[src/sv/bws_pkg.sv]
`timescale 1ns / 1ps
// ----------------------------------------------------------------------------
// bws_pkg
// Shared types and constants of the box window statistics unit.
// ----------------------------------------------------------------------------
package bws_pkg;

    localparam int unsigned IMAGE_WIDTH  = 4096;
    localparam int unsigned IMAGE_HEIGHT = 4096;

    localparam logic [23:0] SD_MAX = 24'hFFFFFF;
    localparam logic [19:0] CENT_TOP_X =
        ((IMAGE_WIDTH - 1) * 256 > 1048575) ? 20'hFFFFF : 20'((IMAGE_WIDTH - 1) * 256);
    localparam logic [19:0] CENT_TOP_Y =
        ((IMAGE_HEIGHT - 1) * 256 > 1048575) ? 20'hFFFFF : 20'((IMAGE_HEIGHT - 1) * 256);

    localparam logic [1:0] CFG_X_START = 2'd0;
    localparam logic [1:0] CFG_Y_START = 2'd1;
    localparam logic [1:0] CFG_X_END   = 2'd2;
    localparam logic [1:0] CFG_Y_END   = 2'd3;

    // accumulated frame state handed from the front to the back
    typedef struct packed {
        logic [24:0]        count;
        logic signed [39:0] sum;
        logic [54:0]        sumsq;
        logic signed [51:0] xw;
        logic signed [51:0] yw;
        logic signed [15:0] min_v;
        logic [23:0]        min_pos;
        logic signed [15:0] max_v;
        logic [23:0]        max_pos;
    } t_snap;

    typedef struct packed {
        logic               full;
        logic               empty;
        logic               push;
    } t_q_status;

    typedef struct packed {
        logic [19:0]        cy;
        logic [19:0]        cx;
        logic [11:0]        max_y;
        logic [11:0]        max_x;
        logic signed [15:0] max_v;
        logic [11:0]        min_y;
        logic [11:0]        min_x;
        logic signed [15:0] min_v;
        logic [23:0]        sd;
        logic signed [23:0] mean;
        logic signed [39:0] sum;
        logic [24:0]        count;
    } t_result;

endpackage

[src/sv/bws_front.sv]
`timescale 1ns / 1ps
// ----------------------------------------------------------------------------
// bws_front
// Box test and per-pixel accumulation; hands a frame snapshot on last pixel.
// ----------------------------------------------------------------------------
module bws_front import bws_pkg::*; (
    input  logic               i_clk,
    input  logic               i_rst_n,
    input  logic               i_accept,
    input  logic signed [15:0] i_value,
    input  logic [11:0]        i_x,
    input  logic [11:0]        i_y,
    input  logic               i_valid_px,
    input  logic               i_last,
    input  logic [11:0]        i_x_start,
    input  logic [11:0]        i_y_start,
    input  logic [12:0]        i_x_end,
    input  logic [12:0]        i_y_end,
    output logic               o_push,
    output t_snap              o_snap
);

    t_snap r_acc;
    t_snap n_acc;

    logic               in_box;
    logic signed [31:0] sq;
    logic signed [28:0] xv;
    logic signed [28:0] yv;

    assign sq = i_value * i_value;
    assign xv = $signed({1'b0, i_x}) * i_value;
    assign yv = $signed({1'b0, i_y}) * i_value;

    assign in_box = i_valid_px
                 && i_x >= i_x_start && {1'b0, i_x} < i_x_end
                 && i_y >= i_y_start && {1'b0, i_y} < i_y_end
                 && 32'(i_x) < IMAGE_WIDTH && 32'(i_y) < IMAGE_HEIGHT
                 && !r_acc.count[24];

    always_comb begin
        n_acc = r_acc;
        if (in_box) begin
            if (r_acc.count == '0 || i_value < r_acc.min_v) begin
                n_acc.min_v   = i_value;
                n_acc.min_pos = {i_y, i_x};
            end
            if (r_acc.count == '0 || i_value > r_acc.max_v) begin
                n_acc.max_v   = i_value;
                n_acc.max_pos = {i_y, i_x};
            end
            n_acc.sum   = r_acc.sum + 40'(i_value);
            n_acc.sumsq = r_acc.sumsq + {23'b0, sq[31:0]};
            n_acc.xw    = r_acc.xw + 52'(xv);
            n_acc.yw    = r_acc.yw + 52'(yv);
            n_acc.count = r_acc.count + 25'd1;
        end
    end

    assign o_push = i_accept && i_last;
    assign o_snap = n_acc;

    always_ff @(posedge i_clk) begin
        if (!i_rst_n) begin
            r_acc <= '0;
        end else if (i_accept) begin
            // clear after the last pixel of the frame
            r_acc <= i_last ? '0 : n_acc;
        end
    end

endmodule

[config.mk]
export PLATFORM = sky130hd
export DESIGN_NAME = bws_front
export DESIGN_NICKNAME = d
export VERILOG_FILES = /design/src/sv/bws_pkg.sv /design/src/sv/bws_front.sv
export SDC_FILE = /design/constraint.sdc
export NUM_CORES = 2
export LEC_CHECK = 0
export CORE_MARGIN = 2
export CORE_UTILIZATION = 40
export DETAILED_ROUTE_END_ITERATION = 10
export DONT_BUFFER_PORTS = 1
export GPL_ROUTABILITY_DRIVEN = 0
export PLACE_DENSITY = 0.59
export RECOVER_POWER = 25
export SLEW_MARGIN = 20
export SYNTH_ARGS = -nofsm -noshare
export SYNTH_HDL_FRONTEND = slang
export SYNTH_SLANG_ARGS = --single-unit
export TNS_END_PERCENT = 30
[constraint.sdc]
create_clock -name i_clk -period 10.4 [get_ports i_clk]
set_input_delay 1.04 -clock i_clk [delete_from_list [all_inputs] [get_ports i_clk]]
set_output_delay 1.04 -clock i_clk [all_outputs]
set_load 0.005 [all_outputs]
==> qor.csv <==
metric;value;unit
Post-CTS Hold Fix Bufs;0;
Min-Delay Path Class;reg2reg;
largest register by flop count;r_acc;
register bit count reported by yosys;304;
DR vias/cell;5.55;
Vias;38000;
clock slew at reported path FFs;60;ps
Worst slew margin;-126;%
clock skew;46.9;ps
Ys Warns;0;
vias in the first global route;38800;
CTS tree;yes;
Final setup viols;0;
post-synthesis async set-or-reset flop share;0;%
Post-synth EDFFs;0;
failing checks;capacitance limit, slew limit;
initial antenna violation count;10;
max-cap violation count;6;
fin. max-slew vios;250;
status;complete, but fails checks;
Crit Path Category;in2out;
CTS root buf;clkbuf_16;
dpl hpwl;110000;µm
number of cell rows;126;
Crit path arrival time;8860;ps
die area;0.122;mm²
H-tree levels;2;
# nets final;6508;
Synth Flop Type;dfxtp_1;
final count of hold timing violations;0;
core area;0.118;mm²
post-synthesis cell type count;86;
Seq/Total Area, Yosys;12.7;%
worst-skew pair later-pin latency;660;ps
first-pass GRT wire length;228000;µm
crit end category;output port;
synth top area cells;fa_1 (29%), dfxtp_1 (13%), ha_1 (11%);
Die H;350;µm
DR WL/cell;21.4;µm
Post-route DRC;0;
area leader, netlist;fa_1;
largest net degree at the start of global routing;119;
slew of the pin with the lowest slew margin;3380;ps
Area Growth Syn to Fin;6.13;%
Starting Density;40.4;%
GRT Util Overall;24.1;%
Startpoint Class;primary input;
clock tree buffer depth;3;
Largest regs;r_acc x304;
CP required;9360;ps
share of cells above drive strength 1;6.59;%
grt total ovfl;0;
Setup TNS Final;0;ps
fin crit share;95.2;%
port bufs;0;
Synth top area share;29.3;%
Synth Area per Inst;8.78;µm²
Iter 0 DRT Violations;2519;
post-route ant nets;0;
Pre-antenna DRT Iters;6;
Mapped Cells;5445;
io pins;400;
crit path time final;9900;ps
fmax;101;MHz
worst-path cell with the longest stage delay;fa_2;
hold slack;467;ps
TritonCTS buffer count;44;
Die W;350;µm
Post-Syn Area;0.0478;mm²
syn nets;6672;
clock sink count;304;
total wire length;146000;µm
CP max stage delay;600;ps
crit path max fanout;52;
max reg flops;304;
RSZ-0062 raised after global routing;no;
==> cells in the final DEF, fill, tap and decap left out, drive strengths merged, types with 24 or more instances in the layout <==
cell type / instances
a31oi: 36
buf: 65
nand2b: 24
nor3: 40
fa: 700
xor2: 82
and3: 36
mux2: 167
nand3: 58
a22oi: 109
nand4: 36
o21bai: 36
a22o: 139
xnor2: 164
nor2: 288
o21ai: 186
clkbuf: 71
dfxtp: 304
ha: 432
inv: 885
a21oi: 233
nand2: 514
and2: 243
o31ai: 36
a21o: 142
==> worst max-delay path, delay by kind of cell <==
kind	cells	cell delay, ps
XOR/XNOR	2	360
AO/OA/AOI/OAI	7	1240
buffers and inverters	7	700
AND/OR/NAND/NOR	10	1800
adder cells (fa/ha/maj)	8	3650
==> cell families (layout without fill, tap and decap cells) <==
group | Yosys count | count (layout) | share of synthesized area [%]
AND/OR/NAND/NOR | 1324 | 1324 | 13.0
flip-flops | 304 | 304 | 12.7
multiplexers | 176 | 176 | 4.12
XOR/XNOR | 246 | 246 | 4.51
AO/OA/AOI/OAI | 1091 | 1091 | 15.8
buffers and inverters | 1172 | 1039 | 9.24
adder cells (fa/ha/maj) | 1132 | 1132 | 40.6
other | 0 | 1 | 0
==> routing by layer <==
metal	track usage, %	part of all wire (%)
met1	31.1	42
met3	6.89	9.1
met2	38.8	45
met5	0	0
met4	8.08	3.5
==> Yosys cell counts (all sizes together) (6+ instances only) <==
cell and number:
a2111oi 10, a211oi 17, a21boi 9, a21o 142, a21oi 233, a221oi 13
a22o 139, a22oi 109, a311oi 6, a31o 8, a31oi 36, a32o 7
a41oi 11, and2 243, and3 36, and4 7, buf 41, clkbuf 243
clkinv 6, dfxtp 304, fa 700, ha 432, inv 882, mux2 167
mux2i 9, nand2 514, nand2b 24, nand3 58, nand4 36, nor2 288
nor2b 22, nor3 40, nor4 20, o211ai 19, o21a 22, o21ai 186
o21bai 36, o22ai 7, o31a 8, o31ai 36, or3 15, xnor2 164
xor2 82
==> layout make-up <==
cell class / count / area (µm²)
fill: 11800 / 67500
multi-input combinational: 3969 / 37400
sequential: 304 / 6090
inverter: 888 / 3340
tap: 1536 / 1920
clock buffer: 62 / 1280
timing repair buffer: 74 / 539
clock inverter: 15 / 164
antenna: 1 / 2.50
==> per-stage QoR <==
step,area (µm²),std cells,setup slack (ps),utilization [%]
after floorplan,47800,5445,330,-
after global placement,49300,6766,314,41.7
after detailed placement,49300,6766,173,41.7
after CTS,50700,6843,131,42.9
after global routing,50700,6849,2.21,42.9
final,50700,6849,495,42.9
==> final timing paths <==
check | start | endpoint | slack (ps) | cells after the start
worst max-delay path | i_value[1] | o_snap[238] | 500 | 34
worst min-delay path | r_acc[137] | r_acc[137] | 470 | 2
worst max register to register | r_acc[303] | r_acc[5] | 4210 | 8
worst min register to register | r_acc[137] | r_acc[137] | 470 | 2
==> repair_timing <==
item,in CTS,in global routing
buffers inserted,0,5
setup endpoints to repair,0,22
resized for setup,0,12
hold endpoints to repair,0,0
Power is not shown: default switching activity piles up to over one toggle a cycle in this logic, so the estimate is an artifact.
