<file path="src/sv/bws_pkg.sv">
`timescale 1ns / 1ps
// ----------------------------------------------------------------------------
// bws_pkg
// Shared types and constants of the box window statistics unit.
// ----------------------------------------------------------------------------
package bws_pkg;

    localparam int unsigned IMAGE_WIDTH  = 4096;
    localparam int unsigned IMAGE_HEIGHT = 4096;

    localparam logic [23:0] SD_MAX = 24'hFFFFFF;
    localparam logic [19:0] CENT_TOP_X =
        ((IMAGE_WIDTH - 1) * 256 > 1048575) ? 20'hFFFFF : 20'((IMAGE_WIDTH - 1) * 256);
    localparam logic [19:0] CENT_TOP_Y =
        ((IMAGE_HEIGHT - 1) * 256 > 1048575) ? 20'hFFFFF : 20'((IMAGE_HEIGHT - 1) * 256);

    localparam logic [1:0] CFG_X_START = 2'd0;
    localparam logic [1:0] CFG_Y_START = 2'd1;
    localparam logic [1:0] CFG_X_END   = 2'd2;
    localparam logic [1:0] CFG_Y_END   = 2'd3;

    // accumulated frame state handed from the front to the back
    typedef struct packed {
        logic [24:0]        count;
        logic signed [39:0] sum;
        logic [54:0]        sumsq;
        logic signed [51:0] xw;
        logic signed [51:0] yw;
        logic signed [15:0] min_v;
        logic [23:0]        min_pos;
        logic signed [15:0] max_v;
        logic [23:0]        max_pos;
    } t_snap;

    typedef struct packed {
        logic               full;
        logic               empty;
        logic               push;
    } t_q_status;

    typedef struct packed {
        logic [19:0]        cy;
        logic [19:0]        cx;
        logic [11:0]        max_y;
        logic [11:0]        max_x;
        logic signed [15:0] max_v;
        logic [11:0]        min_y;
        logic [11:0]        min_x;
        logic signed [15:0] min_v;
        logic [23:0]        sd;
        logic signed [23:0] mean;
        logic signed [39:0] sum;
        logic [24:0]        count;
    } t_result;

endpackage

</file>
<file path="src/sv/bws_back.sv">
`timescale 1ns / 1ps
// ----------------------------------------------------------------------------
// bws_back
// Frame finisher: shift-add multiplier, restoring divider and bitwise root.
// ----------------------------------------------------------------------------
module bws_back import bws_pkg::*; (
    input  logic    i_clk,
    input  logic    i_rst_n,
    input  logic    i_q_empty,
    input  t_snap   i_head,
    output logic    o_pop,
    output logic    o_valid,
    input  logic    i_ready,
    output t_result o_res
);

    typedef enum logic [3:0] {
        S_IDLE, S_MUL1, S_MUL2, S_VAR1, S_VAR2, S_SQRT, S_MEAN, S_CX, S_CY, S_DONE
    } t_state;

    t_state      r_state;
    t_snap       r_snap;
    logic [6:0]  r_cnt;
    logic [79:0] r_ma;
    logic [39:0] r_mb;
    logic [79:0] r_acc;
    logic [79:0] r_t1;
    logic [95:0] r_dvd;
    logic [39:0] r_dvs;
    logic [39:0] r_rem;
    logic [63:0] r_sv;
    logic [63:0] r_sres;
    logic [63:0] r_sbit;
    logic        r_sat;
    logic [23:0] r_sd;
    logic [23:0] r_mean;
    logic [19:0] r_cx;
    t_result     r_res;
    logic        r_valid;

    logic [79:0] n_acc;
    logic [40:0] dtry;
    logic [40:0] dsub;
    logic        dge;
    logic [39:0] n_rem;
    logic [95:0] n_dvd;
    logic [63:0] ssum;
    logic        sge;
    logic [63:0] n_sv;
    logic [63:0] n_sres;
    logic [39:0] sum_mag;
    logic [51:0] xw_mag;
    logic [51:0] yw_mag;
    logic [79:0] var_d;
    logic [23:0] sd_fin;
    logic [19:0] cent;
    logic        cent_neg;
    logic [19:0] cent_top;

    assign sum_mag = r_snap.sum[39] ? 40'(-r_snap.sum) : 40'(r_snap.sum);
    assign xw_mag  = r_snap.xw[51] ? 52'(-r_snap.xw) : 52'(r_snap.xw);
    assign yw_mag  = r_snap.yw[51] ? 52'(-r_snap.yw) : 52'(r_snap.yw);

    assign n_acc = r_mb[0] ? r_acc + r_ma : r_acc;
    assign var_d = (r_t1 >= n_acc) ? r_t1 - n_acc : '0;

    assign dtry  = {r_rem, r_dvd[95]};
    assign dsub  = dtry - {1'b0, r_dvs};
    assign dge   = dtry >= {1'b0, r_dvs};
    assign n_rem = dge ? dsub[39:0] : dtry[39:0];
    assign n_dvd = {r_dvd[94:0], dge};

    assign ssum   = r_sres + r_sbit;
    assign sge    = r_sv >= ssum;
    assign n_sv   = sge ? r_sv - ssum : r_sv;
    assign n_sres = sge ? (r_sres >> 1) + r_sbit : r_sres >> 1;
    assign sd_fin = (r_sat || n_sres > 64'(SD_MAX)) ? SD_MAX : n_sres[23:0];

    // centroid clamp from the divider result of the current pass
    always_comb begin
        cent_top = (r_state == S_CY) ? CENT_TOP_Y : CENT_TOP_X;
        cent_neg = (r_state == S_CY) ? (r_snap.yw[51] != r_snap.sum[39])
                                     : (r_snap.xw[51] != r_snap.sum[39]);
        if (r_snap.sum == '0 || cent_neg) begin
            cent = '0;
        end else if (n_dvd > 96'(cent_top)) begin
            cent = cent_top;
        end else begin
            cent = n_dvd[19:0];
        end
    end

    assign o_pop   = (r_state == S_IDLE) && !i_q_empty;
    assign o_valid = r_valid;
    assign o_res   = r_res;

    always_ff @(posedge i_clk) begin
        if (!i_rst_n) begin
            r_state <= S_IDLE;
            r_valid <= 1'b0;
            r_cnt   <= '0;
        end else begin
            unique case (r_state)
                S_IDLE: begin
                    if (!i_q_empty) begin
                        r_snap  <= i_head;
                        r_ma    <= {25'b0, i_head.sumsq};
                        r_mb    <= {15'b0, i_head.count};
                        r_acc   <= '0;
                        r_cnt   <= 7'd39;
                        r_state <= S_MUL1;
                    end
                end
                S_MUL1: begin
                    r_acc <= n_acc;
                    r_ma  <= r_ma << 1;
                    r_mb  <= r_mb >> 1;
                    r_cnt <= r_cnt - 7'd1;
                    if (r_cnt == '0) begin
                        r_t1    <= n_acc;
                        r_ma    <= {40'b0, sum_mag};
                        r_mb    <= sum_mag;
                        r_acc   <= '0;
                        r_cnt   <= 7'd39;
                        r_state <= S_MUL2;
                    end
                end
                S_MUL2: begin
                    r_acc <= n_acc;
                    r_ma  <= r_ma << 1;
                    r_mb  <= r_mb >> 1;
                    r_cnt <= r_cnt - 7'd1;
                    if (r_cnt == '0) begin
                        r_dvd   <= {var_d, 16'b0};
                        r_dvs   <= {15'b0, r_snap.count};
                        r_rem   <= '0;
                        r_cnt   <= 7'd95;
                        r_state <= S_VAR1;
                    end
                end
                S_VAR1: begin
                    r_dvd <= n_dvd;
                    r_rem <= n_rem;
                    r_cnt <= r_cnt - 7'd1;
                    if (r_cnt == '0) begin
                        r_rem   <= '0;
                        r_cnt   <= 7'd95;
                        r_state <= S_VAR2;
                    end
                end
                S_VAR2: begin
                    r_dvd <= n_dvd;
                    r_rem <= n_rem;
                    r_cnt <= r_cnt - 7'd1;
                    if (r_cnt == '0) begin
                        r_sat   <= |n_dvd[95:64];
                        r_sv    <= n_dvd[63:0];
                        r_sres  <= '0;
                        r_sbit  <= 64'h4000_0000_0000_0000;
                        r_cnt   <= 7'd31;
                        r_state <= S_SQRT;
                    end
                end
                S_SQRT: begin
                    r_sv   <= n_sv;
                    r_sres <= n_sres;
                    r_sbit <= r_sbit >> 2;
                    r_cnt  <= r_cnt - 7'd1;
                    if (r_cnt == '0) begin
                        r_sd    <= sd_fin;
                        // round half away: add half the divisor before dividing
                        r_dvd   <= 96'({sum_mag, 8'b0}) + 96'(r_snap.count >> 1);
                        r_rem   <= '0;
                        r_cnt   <= 7'd95;
                        r_state <= S_MEAN;
                    end
                end
                S_MEAN: begin
                    r_dvd <= n_dvd;
                    r_rem <= n_rem;
                    r_cnt <= r_cnt - 7'd1;
                    if (r_cnt == '0) begin
                        r_mean  <= r_snap.sum[39] ? 24'(-n_dvd[23:0]) : n_dvd[23:0];
                        r_dvd   <= 96'({xw_mag, 8'b0}) + 96'(sum_mag >> 1);
                        r_dvs   <= sum_mag;
                        r_rem   <= '0;
                        r_cnt   <= 7'd95;
                        r_state <= S_CX;
                    end
                end
                S_CX: begin
                    r_dvd <= n_dvd;
                    r_rem <= n_rem;
                    r_cnt <= r_cnt - 7'd1;
                    if (r_cnt == '0) begin
                        r_cx    <= cent;
                        r_dvd   <= 96'({yw_mag, 8'b0}) + 96'(sum_mag >> 1);
                        r_rem   <= '0;
                        r_cnt   <= 7'd95;
                        r_state <= S_CY;
                    end
                end
                S_CY: begin
                    r_dvd <= n_dvd;
                    r_rem <= n_rem;
                    r_cnt <= r_cnt - 7'd1;
                    if (r_cnt == '0) begin
                        if (r_snap.count == '0) begin
                            r_res <= '0;
                        end else begin
                            r_res.count <= r_snap.count;
                            r_res.sum   <= r_snap.sum;
                            r_res.mean  <= r_mean;
                            r_res.sd    <= r_sd;
                            r_res.min_v <= r_snap.min_v;
                            r_res.min_x <= r_snap.min_pos[11:0];
                            r_res.min_y <= r_snap.min_pos[23:12];
                            r_res.max_v <= r_snap.max_v;
                            r_res.max_x <= r_snap.max_pos[11:0];
                            r_res.max_y <= r_snap.max_pos[23:12];
                            r_res.cx    <= r_cx;
                            r_res.cy    <= cent;
                        end
                        r_valid <= 1'b1;
                        r_state <= S_DONE;
                    end
                end
                S_DONE: begin
                    if (i_ready) begin
                        r_valid <= 1'b0;
                        r_state <= S_IDLE;
                    end
                end
                default: r_state <= S_IDLE;
            endcase
        end
    end

endmodule

</file>
<file path="config.mk">
export PLATFORM = sky130hd
export DESIGN_NAME = bws_back
export DESIGN_NICKNAME = d
export VERILOG_FILES = /design/src/sv/bws_pkg.sv /design/src/sv/bws_back.sv
export SDC_FILE = /design/constraint.sdc
export NUM_CORES = 2
export LEC_CHECK = 0
export BUFFER_PORTS_ARGS = -buffer_cell sky130_fd_sc_hd__buf_4
export CELL_PAD_IN_SITES_DETAIL_PLACEMENT = 1
export CELL_PAD_IN_SITES_GLOBAL_PLACEMENT = 2
export CORE_MARGIN = 2
export CORE_UTILIZATION = 23
export DETAILED_ROUTE_END_ITERATION = 10
export PLACE_DENSITY_LB_ADDON = 0.1
export SETUP_SLACK_MARGIN = 0.3
export SLEW_MARGIN = 20
export SYNTH_ARGS = -nofsm -noshare
export SYNTH_HDL_FRONTEND = slang
export SYNTH_SLANG_ARGS = --single-unit
</file>
<file path="constraint.sdc">
create_clock -name i_clk -period 55.6 [get_ports i_clk]
set_input_delay 8.34 -clock i_clk [delete_from_list [all_inputs] [get_ports i_clk]]
set_output_delay 8.34 -clock i_clk [all_outputs]
set_load 0.02 [all_outputs]
</file>
==> flow_summary_export.csv <==
group,metric,value,unit
status,status,"complete, no violations",
timing,slew_headroom,25.54,%
timing,fin_crit,18020,ps
yosys,synth.area.mux_share,1.257,%
grt,grt_pass1_wl,443.3,mm
yosys,synth_top_area_share,47.08,%
pwr,power_frac_comb,51.3,%
worst_hold_path,hp-class,"flop to flop",
worst_setup_path,crit_chain,"buf_4 -> nor3_1 -> buf_4 -> buf_4",
routing,vias,59730,
grt,grtUsageMet2,28.12,%
worst_setup_path,cp.arrival,9680,ps
placement,hpwl,237.8,mm
cts,max-clock-path-buffers,4,
yosys,synthAdderAreaFrac,7.113,%
floorplanning,die_area,328200,sq um
pwr,switching_power,0.002152,W
pwr,seq_power_share,27.7,%
grt,grt_max_degree,128,
cts,cts_tree,"built",
cells_and_area,finalInstanceArea,88730,sq um
timing,rsz0062_at_grt,"no",
routing,post-route-drc-count,0,
floorplanning,design.core.area,321700,sq um
worst_setup_path,start_kind,"input pin",
cts,postCtsSetupRepairBufs,0,
yosys,synth-xor-area-share,7.342,%
pwr,total_power,0.004822,W
routing,finalWirelength,306.2,mm
floorplanning,pin_count,543,
routing,drt_iter0_drc,3481,
cts,clock_sinks,1179,
pwr,switching_share,44.64,%
grt,grt_use_met1,26.10,%
floorplanning,die_x,572.9,um
worst_setup_path,slowest_delay,750,ps
yosys,synth_top_family_by_area,"compound AO/OA/AOI/OAI gates",
timing,setup_viol,0,
grt,grt_use_met3,2.571,%
placement,io_buffers,542,
pwr,ir_drop,0.00003440,V
routing,detail_route.wl_per_cell,25.01,um
worst_setup_path,endpoint_kind,"primary output",
yosys,syn-mean-instance-area,10.13,sq um
cts,clk_pin_slew,60,ps
worst_setup_path,reg2reg_slack,45890,ps
pwr,p_int,0.002670,W
cells_and_area,layout-drive-gt1-share,12.63,%
yosys,synth-simple-area-share,15.60,%
cells_and_area,final_util,27.58,%
cells_and_area,final_common_cell,"edfxtp_1",
job,max-cap-violations,0,
pwr,leakagePower,33.04,nW
cells_and_area,mostFrequentLayoutCells,"edfxtp_1, buf_4, nor2_1",
floorplanning,start_util,23.14,%
yosys,async_flop_share,0,%
yosys,syn_area,74440,sq um
placement,placed_area,83680,sq um
yosys,yosys-top-cells-area,"edfxtp_1, ha_1, xnor2_1, a21oi_1, o21ai_0",
floorplanning,die_y,572.9,um
yosys,ys_ff_latch,1179,
cts,hold_buffers,0,
timing,period_share,32.41,%
cts,ctsResizeCount,0,
yosys,synth_nets,8075,
yosys,ys_seq_area_share,47.40,%
timing,slew_violations,0,
pwr,p_clk_share,21.1,%
worst_setup_path,crit_path_frequent_cell,"buf_4",
yosys,synth_cells,7348,
routing,firstDrtPassIters,8,
yosys,yosysTopAreaCell,"edfxtp_1",
yosys,synth.yosys.warnings,0,
cells_and_area,nNetsFinal,8531,
grt,grt_use_total,18.04,%
grt,grt-busiest-layer,"met2",
yosys,synth.distinct_cells,93,
worst_setup_path,crit_fanout,7,
yosys,synth-edff-count,1167,
routing,antenna_left,0,
worst_setup_path,worstPathRequired,47260,ps
timing,worstMarginPinSlew,1117,ps
grt,antenna_found_initial,40,
placement,gp_congestion,0.8346,
timing,skew,138.3,ps
cells_and_area,fin_cells,12240,
timing,fmax,0.05549,GHz
placement,dp_cells,11950,
cts,htree_levels,4,
cts,clk_latency,900,ps
yosys,synth_compound_area_share,17.90,%
cells_and_area,areaGrowthSynthToFinish,19.20,%
worst_setup_path,crit_type,"input pin to primary output",
routing,viasPerCell,4.880,
timing,hold_viol,0,
grt,grt_pass1_vias,61900,
pwr,cellPowerDensity,54.35,nW/um^2
cts,cts_made_buffers,161,
floorplanning,rows,208,
yosys,ys.flop_type,"edfxtp_1",
grt,overflow,0,
cts,cts_root_buf,"clkbuf_16",
timing,finalSetupTns,0,ps
worst_setup_path,crit_slowest_cell,"nor3_1",
-- worst max-delay path: cells and delay by family --
family	cells	cell delay, ps
buf+inv	3	570
simple gates	1	750
-- Yosys cell counts (134+ instances only) --
| master | count |
|---|---|
| nand2_1 | 586 |
| nor2_1 | 600 |
| a21o_1 | 234 |
| nand4_1 | 134 |
| xor2_1 | 262 |
| edfxtp_1 | 1167 |
| o21ai_0 | 459 |
| ha_1 | 412 |
| clkbuf_1 | 348 |
| inv_1 | 295 |
| nor2b_1 | 261 |
| xnor2_1 | 362 |
| a21oi_1 | 498 |
-- path summary, 6_finish.rpt --
kind	startpoint	end	cells past startpoint
max	i_q_empty	o_pop	4
min	r_mean[1]$_DFFE_PP_	o_res[66]$_SDFFCE_PN0P_	1
max reg2reg	r_sres[2]$_SDFFCE_PN0P_	r_sd[15]$_SDFFCE_PP1P_	28
min reg2reg	r_mean[1]$_DFFE_PP_	o_res[66]$_SDFFCE_PN0P_	1
-- final cells by class --
type | instances | area, sq um
clock buffers | 187 | 4148
diodes | 12 | 30.03
clock inverters | 96 | 865.8
well taps | 4305 | 5386
multi-input cells | 5499 | 36880
flip-flops and latches | 1179 | 35280
repair buffers | 667 | 5020
inverters | 296 | 1116
fillers | 36450 | 232900
-- power groups by stage --
stage / registers [W] / logic (W) / clock network [W]
after floorplan: 0.00131 / 0.00164 / 0
after global placement: 0.00135 / 0.00246 / 0
after detailed placement: 0.00135 / 0.00248 / 0
after CTS: 0.00133 / 0.00249 / 0.00106
after global routing: 0.00135 / 0.00274 / 0.00108
final: 0.00133 / 0.00247 / 0.00102
-- state kept, by name (all words and copies together), names as in the netlist --
name,count
r_cx,20
r_cnt,7
o_res,233
r_snap,249
r_sat,1
r_sv,64
r_dvd,96
r_state,4
r_ma,80
r_sres,64
r_t1,80
r_mb,40
r_sd,24
r_rem,40
r_dvs,40
r_mean,24
o_valid,1
r_acc,80
r_sbit,32
-- kinds of logic after synthesis --
| family | count (synthesis) |
|---|---|
| XOR/XNOR | 624 |
| AND/OR/NAND/NOR | 2334 |
| multiplexers | 93 |
| adder cells (fa/ha/maj) | 419 |
| flip-flops | 1179 |
| buffers and inverters | 670 |
| AO/OA/AOI/OAI | 2029 |
-- per-stage QoR --
stage	worst slack [ps]	hold WS (ps)
6_report	37580	462.4
4_1_cts	37530	456.6
2_1_floorplan	21760	479.8
3_5_place_dp	37530	511.4
5_1_grt	37530	489.7
3_3_place_gp	37520	502.2
-- per-layer routing --
metal	vias up	part of all wire, %
li1	28320	-
met1	30000	49
met2	1087	44
met3	305	4.1
met4	28	2.4
met5	-	0.060
Note: power is estimated with default switching activity, not from simulation.
