--- config.mk ---
export PLATFORM = sky130hd
export DESIGN_NAME = bws_queue
export DESIGN_NICKNAME = d
export VERILOG_FILES = /design/src/sv/bws_pkg.sv /design/src/sv/bws_queue.sv
export SDC_FILE = /design/constraint.sdc
export NUM_CORES = 1
export LEC_CHECK = 0
export BUFFER_PORTS_ARGS = -buffer_cell sky130_fd_sc_hd__buf_2
export CORE_AREA = 2 2 239 241
export CTS_CLUSTER_SIZE = 40
export DETAILED_ROUTE_END_ITERATION = 10
export DIE_AREA = 0 0 241 243
export HOLD_SLACK_MARGIN = 0.06
export PLACE_DENSITY = 0.64
export SKIP_CTS_REPAIR_TIMING = 1
export SYNTH_ARGS = -nofsm -noshare
export SYNTH_HDL_FRONTEND = slang
export SYNTH_SLANG_ARGS = --single-unit
--- constraint.sdc ---
create_clock -name i_clk -period 25.6 [get_ports i_clk]
set_clock_uncertainty 0.1 [all_clocks]
set_input_delay 5.12 -clock i_clk [delete_from_list [all_inputs] [get_ports i_clk]]
set_output_delay 5.12 -clock i_clk [all_outputs]
set_load 0.02 [all_outputs]
--- src/sv/bws_pkg.sv ---
`timescale 1ns / 1ps
// ----------------------------------------------------------------------------
// bws_pkg
// Shared types and constants of the box window statistics unit.
// ----------------------------------------------------------------------------
package bws_pkg;

    localparam int unsigned IMAGE_WIDTH  = 4096;
    localparam int unsigned IMAGE_HEIGHT = 4096;

    localparam logic [23:0] SD_MAX = 24'hFFFFFF;
    localparam logic [19:0] CENT_TOP_X =
        ((IMAGE_WIDTH - 1) * 256 > 1048575) ? 20'hFFFFF : 20'((IMAGE_WIDTH - 1) * 256);
    localparam logic [19:0] CENT_TOP_Y =
        ((IMAGE_HEIGHT - 1) * 256 > 1048575) ? 20'hFFFFF : 20'((IMAGE_HEIGHT - 1) * 256);

    localparam logic [1:0] CFG_X_START = 2'd0;
    localparam logic [1:0] CFG_Y_START = 2'd1;
    localparam logic [1:0] CFG_X_END   = 2'd2;
    localparam logic [1:0] CFG_Y_END   = 2'd3;

    // accumulated frame state handed from the front to the back
    typedef struct packed {
        logic [24:0]        count;
        logic signed [39:0] sum;
        logic [54:0]        sumsq;
        logic signed [51:0] xw;
        logic signed [51:0] yw;
        logic signed [15:0] min_v;
        logic [23:0]        min_pos;
        logic signed [15:0] max_v;
        logic [23:0]        max_pos;
    } t_snap;

    typedef struct packed {
        logic               full;
        logic               empty;
        logic               push;
    } t_q_status;

    typedef struct packed {
        logic [19:0]        cy;
        logic [19:0]        cx;
        logic [11:0]        max_y;
        logic [11:0]        max_x;
        logic signed [15:0] max_v;
        logic [11:0]        min_y;
        logic [11:0]        min_x;
        logic signed [15:0] min_v;
        logic [23:0]        sd;
        logic signed [23:0] mean;
        logic signed [39:0] sum;
        logic [24:0]        count;
    } t_result;

endpackage

--- src/sv/bws_queue.sv ---
`timescale 1ns / 1ps
// ----------------------------------------------------------------------------
// bws_queue
// Two-entry snapshot queue between the accumulator and the finisher.
// ----------------------------------------------------------------------------
module bws_queue import bws_pkg::*; (
    input  logic      i_clk,
    input  logic      i_rst_n,
    input  logic      i_push,
    input  t_snap     i_snap,
    input  logic      i_pop,
    output t_snap     o_head,
    output t_q_status o_status
);

    t_snap      r_mem [2];
    logic       r_wp;
    logic       r_rp;
    logic [1:0] r_cnt;

    assign o_head          = r_mem[r_rp];
    assign o_status.full   = r_cnt == 2'd2;
    assign o_status.empty  = r_cnt == 2'd0;
    assign o_status.push   = i_push;

    always_ff @(posedge i_clk) begin
        if (i_push) begin
            r_mem[r_wp] <= i_snap;
        end
    end

    always_ff @(posedge i_clk) begin
        if (!i_rst_n) begin
            r_wp  <= 1'b0;
            r_rp  <= 1'b0;
            r_cnt <= 2'd0;
        end else begin
            if (i_push) r_wp <= ~r_wp;
            if (i_pop)  r_rp <= ~r_rp;
            r_cnt <= r_cnt + 2'(i_push) - 2'(i_pop);
        end
    end

endmodule

==> results of run 1 <==
## worst min-delay path: stages, from the launching register on
cell	delay, ps
dfxtp_1	320
xor2_1	70
and2_1	140
## path summary, 6_finish.rpt
kind,cells after the start,end,slack (ps),startpoint
min reg2reg,2,flop,470,r_rp
min,2,flop,470,r_rp
max reg2reg,3,r_mem[0][60],22090,r_wp
max,2,o_status[0],14950,i_push
## synth_stat cells (all sizes together)
library cell,count,area (sq um)
buf,35,365
and2,4,25.0
mux2,304,4400
nor2,1,3.75
edfxtp,608,18300
dfxtp,5,100
xnor3,1,22.5
ha,2,25.0
o21a,1,7.51
inv,2,7.51
xor2,1,8.76
nor2b,4,25.0
## registers in the layout, summed over array words and instances (netlist names), named ones only
| name | cells |
|---|---|
| r_mem | 608 |
| r_cnt | 2 |
| r_rp | 1 |
| r_wp | 1 |
## stage by stage
stage	util (%)	std cells	hold WS (ps)	instance area [sq um]	total power, mW
2_1_floorplan	-	968	455	23200	1.42
5_1_grt	51.9	2438	494	29100	2.45
4_1_cts	51.9	2432	471	29000	2.40
6_report	52.0	2440	470	29100	2.37
3_5_place_dp	48.3	2314	459	27000	1.50
3_3_place_gp	48.3	2314	458	27000	1.49
## layout make-up
class	instances	area (sq um)	share of cell area, %
Timing Repair Buffer	625	3180	10.9
Clock inverter	36	273	0.938
Sequential cell	613	18400	63.2
Clock buffer	82	1750	6.03
Inverter	2	7.51	0.0258
Tap cell	756	946	3.25
Multi-Input combinational cell	318	4530	15.6
Antenna cell	8	20.0	0.0689
## power by group
| part | total, mW | internal, mW | switching, mW |
|---|---|---|---|
| Sequential | 1.18 | 1.16 | 0.0148 |
| Clock | 0.890 | 0.518 | 0.371 |
| Combinational | 0.298 | 0.131 | 0.167 |
| Total | 2.37 | 1.81 | 0.553 |
## cells by family (layout without fill, tap and decap cells)
| group | Yosys count | in the layout | share of synthesized area (%) |
|---|---|---|---|
| DFF | 613 | 613 | 79.0 |
| muxes | 304 | 304 | 18.9 |
| buffers and inverters | 37 | 745 | 1.60 |
| and+or+nand+nor | 9 | 9 | 0.231 |
| adders and majority gates | 2 | 2 | 0.108 |
| xor gates and xnor gates | 2 | 2 | 0.135 |
| AOI/OAI and AO/OA | 1 | 1 | 0.0323 |
| other | 0 | 8 | 0 |
## per-layer routing
layer | up-vias | GRT usage (%) | routed length (um)
met5 | - | 0 | 108
met4 | 18 | 6.90 | 1400
met3 | 98 | 5.83 | 3970
met2 | 383 | 28.7 | 26200
met1 | 5631 | 17.4 | 17900
li1 | 5208 | - | -
==> metrics.md, run 1 <==
| Metric | Value |
|---|---|
| Run status | completed |
| Ys Warns | 0 |
| Pin count of the biggest net entering global routing | 143 |
| Final Critical Period | ~11000 ps |
| Commonest non-fill, non-tap cells in the layout | 614 x buf_2, 608 x edfxtp_1, 260 x mux2_4 |
| Average wire per standard cell | 20.3 um |
| Worst-Margin Slew | 1100 ps |
| Post-route ant nets | 0 |
| First-pass GRT wire length | 71000 um |
| Bufs on Longest Clock Path | 3 |
| Core area | 56000 sq um |
| Root Driver | clkbuf_16 |
| Number of max-cap violations | 0 |
| 1st-iter DRT viols | between 500 and 600 |
| Crit path kind | in -> out |
| Req. time, crit path | 20380 ps |
| Setup slack after layout | 14950 ps |
| Data arrival, critical path | 5430 ps |
| DR vias/cell | between 4 and 5 |
| Post-DP HPWL | 33700 um |
| DRC viols | 0 |
| Final period utilization | 41.6% |
| Synth unique cells | 15 |
| Gr ovfl total | 0 |
| Final Hold Viols | 0 |
| Syn Inst Count | 968 |
| Layout cells sized above 1 | 61.2% |
| Min-Delay Path Class | reg -> reg |
| H-tree levels | 3 |
| FMAX | 93.9 MHz |
| Number of fill cells | roughly 4600 |
| Worst skew pair latency | 580 ps |
| Critical Path Fanout Max | 5 |
| Slew margin rel. | 26.4% |
| Clock Pin Slew Worst Setup and Hold Paths | ~60 ps |
| Cts bufs inserted | 67 |
| Top delay family on crit path | buffers and inverters |
| Post-synthesis sequential area ratio | 79.0% |
| Worst path slowest cell | buf_2 |
| Initial antenna violation count | 17 |
| Synthesized area | about 23000 sq um |
| Pwr/cell area | 81.4 nW/um^2 |
| Setup violations, final | 0 |
| Largest stage delay, worst path | 180 ps |
| Vias in the first global route | about 12000 |
| Max rail drop VDD | around 0.055 mV |
| DP Worst Slack | between 10000 and 15000 ps |
| WP buf/inv | 2 |
| RSZ-0062 raised after global routing | false |
| Syn Nets | 1278 |
| Area Overhead vs Synth | 25.0% |
| Drt pass-1 iters | 4 |
| Io pins | 615 |
| CTS Sinks | 613 |
| Die H | 243 um |
| Cell leakage power | around 11 nW |
| Syn_area_per_cell | 24.0 sq um |
| GR Util All Layers | 16.3% |
| Vias | 11300 |
| Final wirelength | 49600 um |
| CTS tree | yes |
| Critical Path Start Type | input port |
| Critical path's most frequent cell | buf_2 |
| Placer's final routability congestion estimate | 0.777 |
| Initial Utilization | 41.5% |
| Die width | 241 um |
| Crit. End Element | primary output |
| Most common cell after layout, fill and taps aside | buf_2 |
| Port Buf Inserts | 614 |
| Die ar. | 58600 sq um |
| Fin Setup TNS | 0 ps |
| # rows | between 80 and 90 |
| Max-slew violations | 0 |
| Critical Path, Cell by Cell | buf_2 > buf_2 |
| Total Nets Final | ~1900 |
| Yosys reg bits | 613 |
No activity file was read; power rests on OpenSTA's default activity.
==> run 2, diff against run 1 <==
--- a/config.mk
+++ b/config.mk
@@ -6,12 +6,12 @@
 export NUM_CORES = 1
 export LEC_CHECK = 0
 export BUFFER_PORTS_ARGS = -buffer_cell sky130_fd_sc_hd__buf_2
-export CORE_AREA = 2 2 239 241
+export CORE_AREA = 2 2 237 239
 export CTS_CLUSTER_SIZE = 40
 export DETAILED_ROUTE_END_ITERATION = 10
-export DIE_AREA = 0 0 241 243
+export DIE_AREA = 0 0 239 241
 export HOLD_SLACK_MARGIN = 0.06
-export PLACE_DENSITY = 0.64
+export PLACE_DENSITY = 0.68
 export SKIP_CTS_REPAIR_TIMING = 1
 export SYNTH_ARGS = -nofsm -noshare
 export SYNTH_HDL_FRONTEND = slang
==> constraint.sdc (replaced) <==
create_clock -name i_clk -period 8.95 [get_ports i_clk]
set_clock_uncertainty 0.1 [all_clocks]
set_input_delay 1.79 -clock i_clk [delete_from_list [all_inputs] [get_ports i_clk]]
set_output_delay 1.79 -clock i_clk [all_outputs]
set_load 0.02 [all_outputs]
==> run 2 against run 1 <==
Effect of this change:
- clock-buffer cell count grew 2
- cell count shrank 2.3%
- combinational power grew to 2.8 times the previous value
- critical path depth grew 1
- register-to-register slack lost 16000 ps
- sequential cell count is the same
- critical path type is now reg -> out
- largest cell class unchanged
- largest power group unchanged
==> metrics.md, run 2 (synthesized netlist as in run 1, its figures left out) <==
| Metric | Value |
|---|---|
| Met1 usage | 17.7% (+0.21 points) |
| Worst R2R Start | r_wp |
| First-pass GRT wire length | 70200 um (-1.1%) |
| Most common cell after layout, fill and taps aside | buf_2 |
| Initial antenna violation count | 20 (+3) |
| CTS tree | yes |
| Top delay family on crit path | flip-flops |
| Number of max-cap violations | 0 (unchanged) |
| Biggest regs | r_mem x608, r_cnt x2 |
| Area Overhead vs Synth | 25.1% (about the same) |
| Req. time, crit path | 7060 ps (-13320 ps) |
| Vias in the first global route | 11800 (-1.5%) |
| R2r setup slk | 6330 ps (-15760 ps) |
| DR vias/cell | 4.78 (+2.8%) |
| Vias | 11400 (+0.48%) |
| Port Buf Inserts | 614 (unchanged) |
| H-tree levels | 3 (unchanged) |
| Crit path kind | reg -> out |
| Data arrival, critical path | 3300 ps (-2130 ps) |
| Largest stage delay, worst path | 1140 ps (+960 ps) |
| Crit. End Element | primary output |
| Commonest non-fill, non-tap cells in the layout | 614 x buf_2, 608 x edfxtp_1, 260 x mux2_4 |
| Clock Power Share | 38.1% (+0.5 points) |
| Die width | 239 um (-0.83%) |
| DRC viols | 0 (unchanged) |
| # rows | 86 (-1.1%) |
| Reg2reg end | r_mem[1][58] |
| Die ar. | 57600 sq um (-1.6%) |
| Largest Register | r_mem |
| Drt pass-1 iters | 7 (+3) |
| Final period utilization | 58.0% |
| Worst-Margin Slew | 1260 ps (+154 ps) |
| Pin count of the biggest net entering global routing | 155 (+8.4%) |
| Max rail drop VDD | 0.178 mV (+220%) |
| Post-DP HPWL | 33600 um (-0.19%) |
| Net Sw Frac | 23.2% (-0.15 points) |
| Root Driver | clkbuf_16 |
| Reg2Reg Depth | 2 (-1) |
| Bufs on Longest Clock Path | 3 (unchanged) |
| Max reg flops | 608 (unchanged) |
| Routing usage on met2 | 28.8% (+0.10 points) |
| Run status | completed |
| Final Critical Period | 5190 ps |
| Die H | 241 um (-0.82%) |
| Worst path slowest cell | dfxtp_4 |
| 1st-iter DRT viols | 587 (+13%) |
| Total Nets Final | 1932 (-0.26%) |
| Critical Path Start Type | flop |
| Min-delay src | r_rp |
| Pwr/cell area | 235 nW/um^2 (+190%) |
| Placer's final routability congestion estimate | 0.755 (-2.8%) |
| Fin Setup TNS | 0 ps (unchanged) |
| Core area | 54900 sq um (-1.9%) |
| CTS Sinks | 613 (unchanged) |
| GRT busiest layer | met2 |
| Final instance area | 29100 sq um (about the same) |
| Slew margin rel. | 16.2% (-10 points) |
| Setup violations, final | 0 (unchanged) |
| Met3 usage | 6.58% (+0.74 points) |
| Worst Hold Path Cells | 2 (unchanged) |
| P_int | 5.24 mW (+190%) |
| Clock Pin Slew Worst Setup and Hold Paths | 60 ps (about the same) |
| Final wirelength | 49900 um (+0.73%) |
| FMAX | roughly 190 MHz |
| RSZ-0062 raised after global routing | false |
| Layout cells sized above 1 | 60.9% (-0.25 points) |
| Cell leakage power | 11.4 nW (about the same) |
| Psw | 1.59 mW (+190%) |
| Cts bufs inserted | 66 (-1.5%) |
| WP buf/inv | 2 (unchanged) |
| Part of the power in combinational logic | 12.4% (-0.2 points) |
| Final Hold Viols | 0 (unchanged) |
| Critical Path, Cell by Cell | buf_12 > mux2_2 > buf_2 |
| Worst hold margin | 467 ps (-3.42 ps) |
| Gr ovfl total | 0 (unchanged) |
| Overall power | 6.82 mW (+190%) |
| Critical Path Fanout Max | 126 (+121) |
| Average wire per standard cell | 20.9 um (+3.1%) |
| Post-route ant nets | 0 (unchanged) |
| Share of power burned in registers | 49.5% (-0.3 points) |
| Io pins | 615 (unchanged) |
| Worst skew pair latency | 570 ps (about the same) |
| Initial Utilization | 42.4% (+0.81 points) |
| Min-Delay Path Class | reg -> reg |
| Placed inst area | 27000 sq um (-0.21%) |
| Max-slew violations | 0 (unchanged) |
| GR Util All Layers | 16.4% (+0.17 points) |
[run 2: cell count changes in the layout (fill, tap and decap cells not counted), moves of 3 or more]
cell / change
diode_2: +4
clkinvlp_4: -3
clkinv_2: -9
buf_12: +3
clkinv_8: +3
buf_4: -7
[run 2: layout make-up]
| class | instances | area (sq um) |
|---|---|---|
| Antenna cell | 12 | 30.0 |
| Clock buffer | 84 | 1780 |
| Clock inverter | 30 | 302 |
| Fill cell | 4371 | 25800 |
| Inverter | 2 | 7.51 |
| Multi-Input combinational cell | 318 | 4530 |
| Sequential cell | 613 | 18400 |
| Tap cell | 704 | 881 |
| Timing Repair Buffer | 621 | 3190 |
[run 2: metrics by stage]
stage | util, % | worst slack (ps) | std cells
final | 53.0 | 3760 | 2384
after detailed placement | 49.1 | 4360 | 2258
after global routing | 53.0 | 3620 | 2379
after global placement | 49.1 | 4410 | 2258
after CTS | 52.9 | 3730 | 2372
after floorplan | - | 2070 | 968
[run 2: how the worst max path moves through the flow]
| stage | end | cells past startpoint |
|---|---|---|
| after floorplan | r_mem[0][0] | 1 |
| after global placement | o_head[28] | 3 |
| after detailed placement | o_head[29] | 3 |
| after CTS | o_head[29] | 3 |
| after global routing | o_head[28] | 3 |
| final | o_head[28] | 3 |
[run 2: worst register-to-register path, delay by kind of cell, from the launching register on]
kind | cells | cell delay (ps)
and+or+nand+nor | 1 | 800
buffers and inverters | 1 | 650
DFF | 1 | 380
[run 2: layer usage]
layer  vias up  routed length [um]
met5         -                 107
met4        18                1260
met3        90                4630
met2       412               26300
met1      5681               17700
li1       5191                   -
[run 2: power groups by stage]
| stage | sequential (mW) | combinational (mW) | clock, mW |
|---|---|---|---|
| finish | 3.38 | 0.848 | 2.60 |
| global route | 3.39 | 0.894 | 2.79 |
| detailed placement | 3.44 | 0.854 | 0 |
| floorplan | 3.43 | 0.584 | 0 |
| global placement | 3.43 | 0.845 | 0 |
| CTS | 3.38 | 0.858 | 2.68 |
==> run 3, diff against run 2 <==
--- a/config.mk
+++ b/config.mk
@@ -5,6 +5,7 @@
 export SDC_FILE = /design/constraint.sdc
 export NUM_CORES = 1
 export LEC_CHECK = 0
+export ABC_AREA = 1
 export BUFFER_PORTS_ARGS = -buffer_cell sky130_fd_sc_hd__buf_2
 export CORE_AREA = 2 2 237 239
 export CTS_CLUSTER_SIZE = 40
==> constraint.sdc (replaced) <==
create_clock -name i_clk -period 4.31 [get_ports i_clk]
set_clock_uncertainty 0.1 [all_clocks]
set_input_delay 0.862 -clock i_clk [delete_from_list [all_inputs] [get_ports i_clk]]
set_output_delay 0.862 -clock i_clk [all_outputs]
set_load 0.02 [all_outputs]
==> run 3 against run 2 <==
Effect of this change:
- cell area hardly changed
- sequential share of layout area is 0.062 points lower
- power is 100% higher
- sequential power is 110% higher
- wire length is 3.7% higher
- combinational power is 89% higher
- via count is 1.9% higher
==> metrics.md, run 3 <==
| Metric | Value |
|---|---|
| Run status | completed |
| Final instance area | 29100 sq um (about the same) |
| Critical Path Fanout Max | 45 (-64%) |
| CTS Sinks | 613 (unchanged) |
| Ys flop type | edfxtp_1 |
| Final period utilization | 79.8% |
| Placed inst area | 27200 sq um (+0.82%) |
| Final wirelength | 51800 um (+3.7%) |
| DR vias/cell | 4.83 (+1.1%) |
| Reg2reg end | r_mem[1][135] |
| Crit path kind | reg -> out |
| Post-synthesis sequential area ratio | 79.0% (unchanged) |
| Max rail drop VDD | 0.541 mV (+200%) |
| Vias in the first global route | 12200 (+3.1%) |
| Root Driver | clkbuf_16 |
| Pwr/cell area | 469 nW/um^2 (+100%) |
| Cell leakage power | 11.5 nW (+0.40%) |
| Pin count of the biggest net entering global routing | 134 (-14%) |
| GR Util All Layers | 16.8% (+0.38 points) |
| Data arrival, critical path | 2480 ps (-820 ps) |
| Most common cell after layout, fill and taps aside | buf_2 |
| Min-Delay Path Class | in -> reg |
| Die ar. | 57600 sq um (unchanged) |
| Bufs on Longest Clock Path | 3 (unchanged) |
| R2r setup slk | 2250 ps (-4080 ps) |
| Adder-Cell Fraction of Synth Area | 0.108% (unchanged) |
| Die width | 239 um (unchanged) |
| Post-synth ARST share | 0% (unchanged) |
| Yosys reg bits | 613 (unchanged) |
| Max-slew violations | 0 (unchanged) |
| Post-route ant nets | 0 (unchanged) |
| Initial Utilization | 42.4% (unchanged) |
| Placer's final routability congestion estimate | 0.840 (+11%) |
| Share of the synthesized area in the top cell type | 78.5% (unchanged) |
| Io pins | 615 (unchanged) |
| Post-Synth Simple-Gate Area | 0.296% (+0.065 points) |
| Core area | 54900 sq um (unchanged) |
| Area contributors post-synth | edfxtp_1 79%, mux2_4 17%, mux2_2 2.1% |
| Post-DP HPWL | 36800 um (+9.3%) |
| First-pass GRT wire length | 72000 um (+2.7%) |
| Compound-Gate Fraction of Synth Area | 0.0215% (-0.011 points) |
| Most common cell in the netlist | edfxtp_1 |
| Min-delay src | i_snap[255] |
| Layout cells sized above 1 | 60.8% (-0.083 points) |
| Ys Warns | 0 (unchanged) |
| Port Buf Inserts | 614 (unchanged) |
| Cts bufs inserted | 61 (-7.6%) |
| Gr ovfl total | 0 (unchanged) |
| H-tree levels | 2 (-1) |
| Die H | 241 um (unchanged) |
| Most instantiated cells after synthesis | 608 x edfxtp_1, 260 x mux2_4, 44 x mux2_2 |
| Clock Pin Slew Worst Setup and Hold Paths | 60 ps (about the same) |
| Post-synthesis mux area share | 18.9% (unchanged) |
| CTS tree | yes |
| Post-synth EDFFs | 608 (unchanged) |
| Syn Inst Count | 980 (+1.2%) |
| 1st-iter DRT viols | 541 (-7.8%) |
| Worst Hold Path Cells | 1 (-1) |
| RSZ-0062 raised after global routing | false |
| Vias | 11600 (+1.9%) |
| WHS Endpoint | r_mem[0][255] |
| Post-layout util | 53.0% (about the same) |
| Syn Nets | 1290 (+0.94%) |
| Crit. End Element | primary output |
| Critical Path Start Type | flop |
| Largest family of logic cells by synthesized area | multiplexers |
| Final Critical Period | 3440 ps |
| Number of fill cells | 4351 (-0.46%) |
| Total Nets Final | 1956 (+1.2%) |
| Overall power | 13.7 mW (+100%) |
| Reg2Reg Depth | 3 (+1) |
| Area leader, netlist | edfxtp_1 |
| Synth unique cells | 13 (-2) |
| Setup violations, final | 0 (unchanged) |
| Syn_area_per_cell | 23.7 sq um (-1.2%) |
| # rows | 86 (unchanged) |
| Worst R2R Start | r_wp |
| Number of max-cap violations | 0 (unchanged) |
| FMAX | 291 MHz |
| Biggest regs | r_mem x608, r_cnt x2 |
| Drt pass-1 iters | 4 (-3) |
| Worst-Margin Slew | 831 ps (-425 ps) |
| Synthesized area | 23200 sq um (unchanged) |
| Post-Synth XOR/XNOR Area | 0% (-0.13 points) |
| Slew margin rel. | 44.6% (+28 points) |
| Area Overhead vs Synth | 25.2% (about the same) |
| Max reg flops | 608 (unchanged) |
| Largest Register | r_mem |
| Initial antenna violation count | 18 (-10%) |
| DRC viols | 0 (unchanged) |
| Commonest non-fill, non-tap cells in the layout | 614 x buf_2, 608 x edfxtp_1, 260 x mux2_4 |
| Worst skew pair latency | 600 ps (+30 ps) |
| Req. time, crit path | 3350 ps (-3710 ps) |
| Final Hold Viols | 0 (unchanged) |
| Average wire per standard cell | 21.5 um (+2.8%) |
[run 3: stage by stage]
step / hold slack (ps) / setup TNS, ps / std cells / worst slack (ps)
final: 346 / 0 / 2405 / 869
after global routing: 307 / 0 / 2404 / 752
after CTS: 299 / 0 / 2394 / 792
after detailed placement: 403 / 0 / 2287 / 1470
after global placement: 380 / 0 / 2287 / 1510
after floorplan: 363 / -977860 / 980 / -1640
[run 3: cells by family (layout without fill, tap and decap cells)]
kind of cell / count (synthesis) / in the layout
flip-flops: 613 / 613
multiplexers: 304 / 304
buffers and inverters: 42 / 752
AND/OR/NAND/NOR: 18 / 18
adder cells (fa/ha/maj): 2 / 2
AO/OA/AOI/OAI: 1 / 1
other: 0 / 11
[run 3: worst max-delay path by stage]
stage	depth (start not counted)	from	slack, ps	endpoint
final	4	flop	870	o_head[238]
after CTS	4	flop	790	o_head[238]
after global placement	4	flop	1510	o_head[125]
after global routing	4	flop	750	o_head[124]
after detailed placement	4	flop	1470	o_head[238]
after floorplan	2	i_push	-1640	r_mem[1][0]
[run 3: cell type report]
type | instances | area, sq um | share of cell area (%)
clock inverters | 37 | 335 | 1.15
clock buffers | 70 | 1560 | 5.36
well taps | 704 | 881 | 3.03
diodes | 11 | 27.5 | 0.0946
multi-input cells | 325 | 4520 | 15.5
inverters | 7 | 42.5 | 0.146
flip-flops and latches | 613 | 18400 | 63.1
repair buffers | 638 | 3380 | 11.6
[run 3: per-layer routing]
layer | global-route usage, % | share of wire (%)
met1 | 18.3 | 36
met2 | 29.7 | 52
met4 | 7.37 | 3.5
met3 | 5.80 | 8.0
met5 | 0 | 0.19
[run 3: power by group]
group	leakage (nW)	switching, mW	total (mW)	internal [mW]
logic	4.80	0.905	1.60	0.693
registers	5.75	0.0925	7.01	6.91
clock network	0.915	2.12	5.05	2.93
[run 3: critical path, cell delays in order, from the launching register on]
cell,delay [ps]
dfxtp_4,640
buf_12,300
buf_12,340
mux2_4,340
buf_2,160
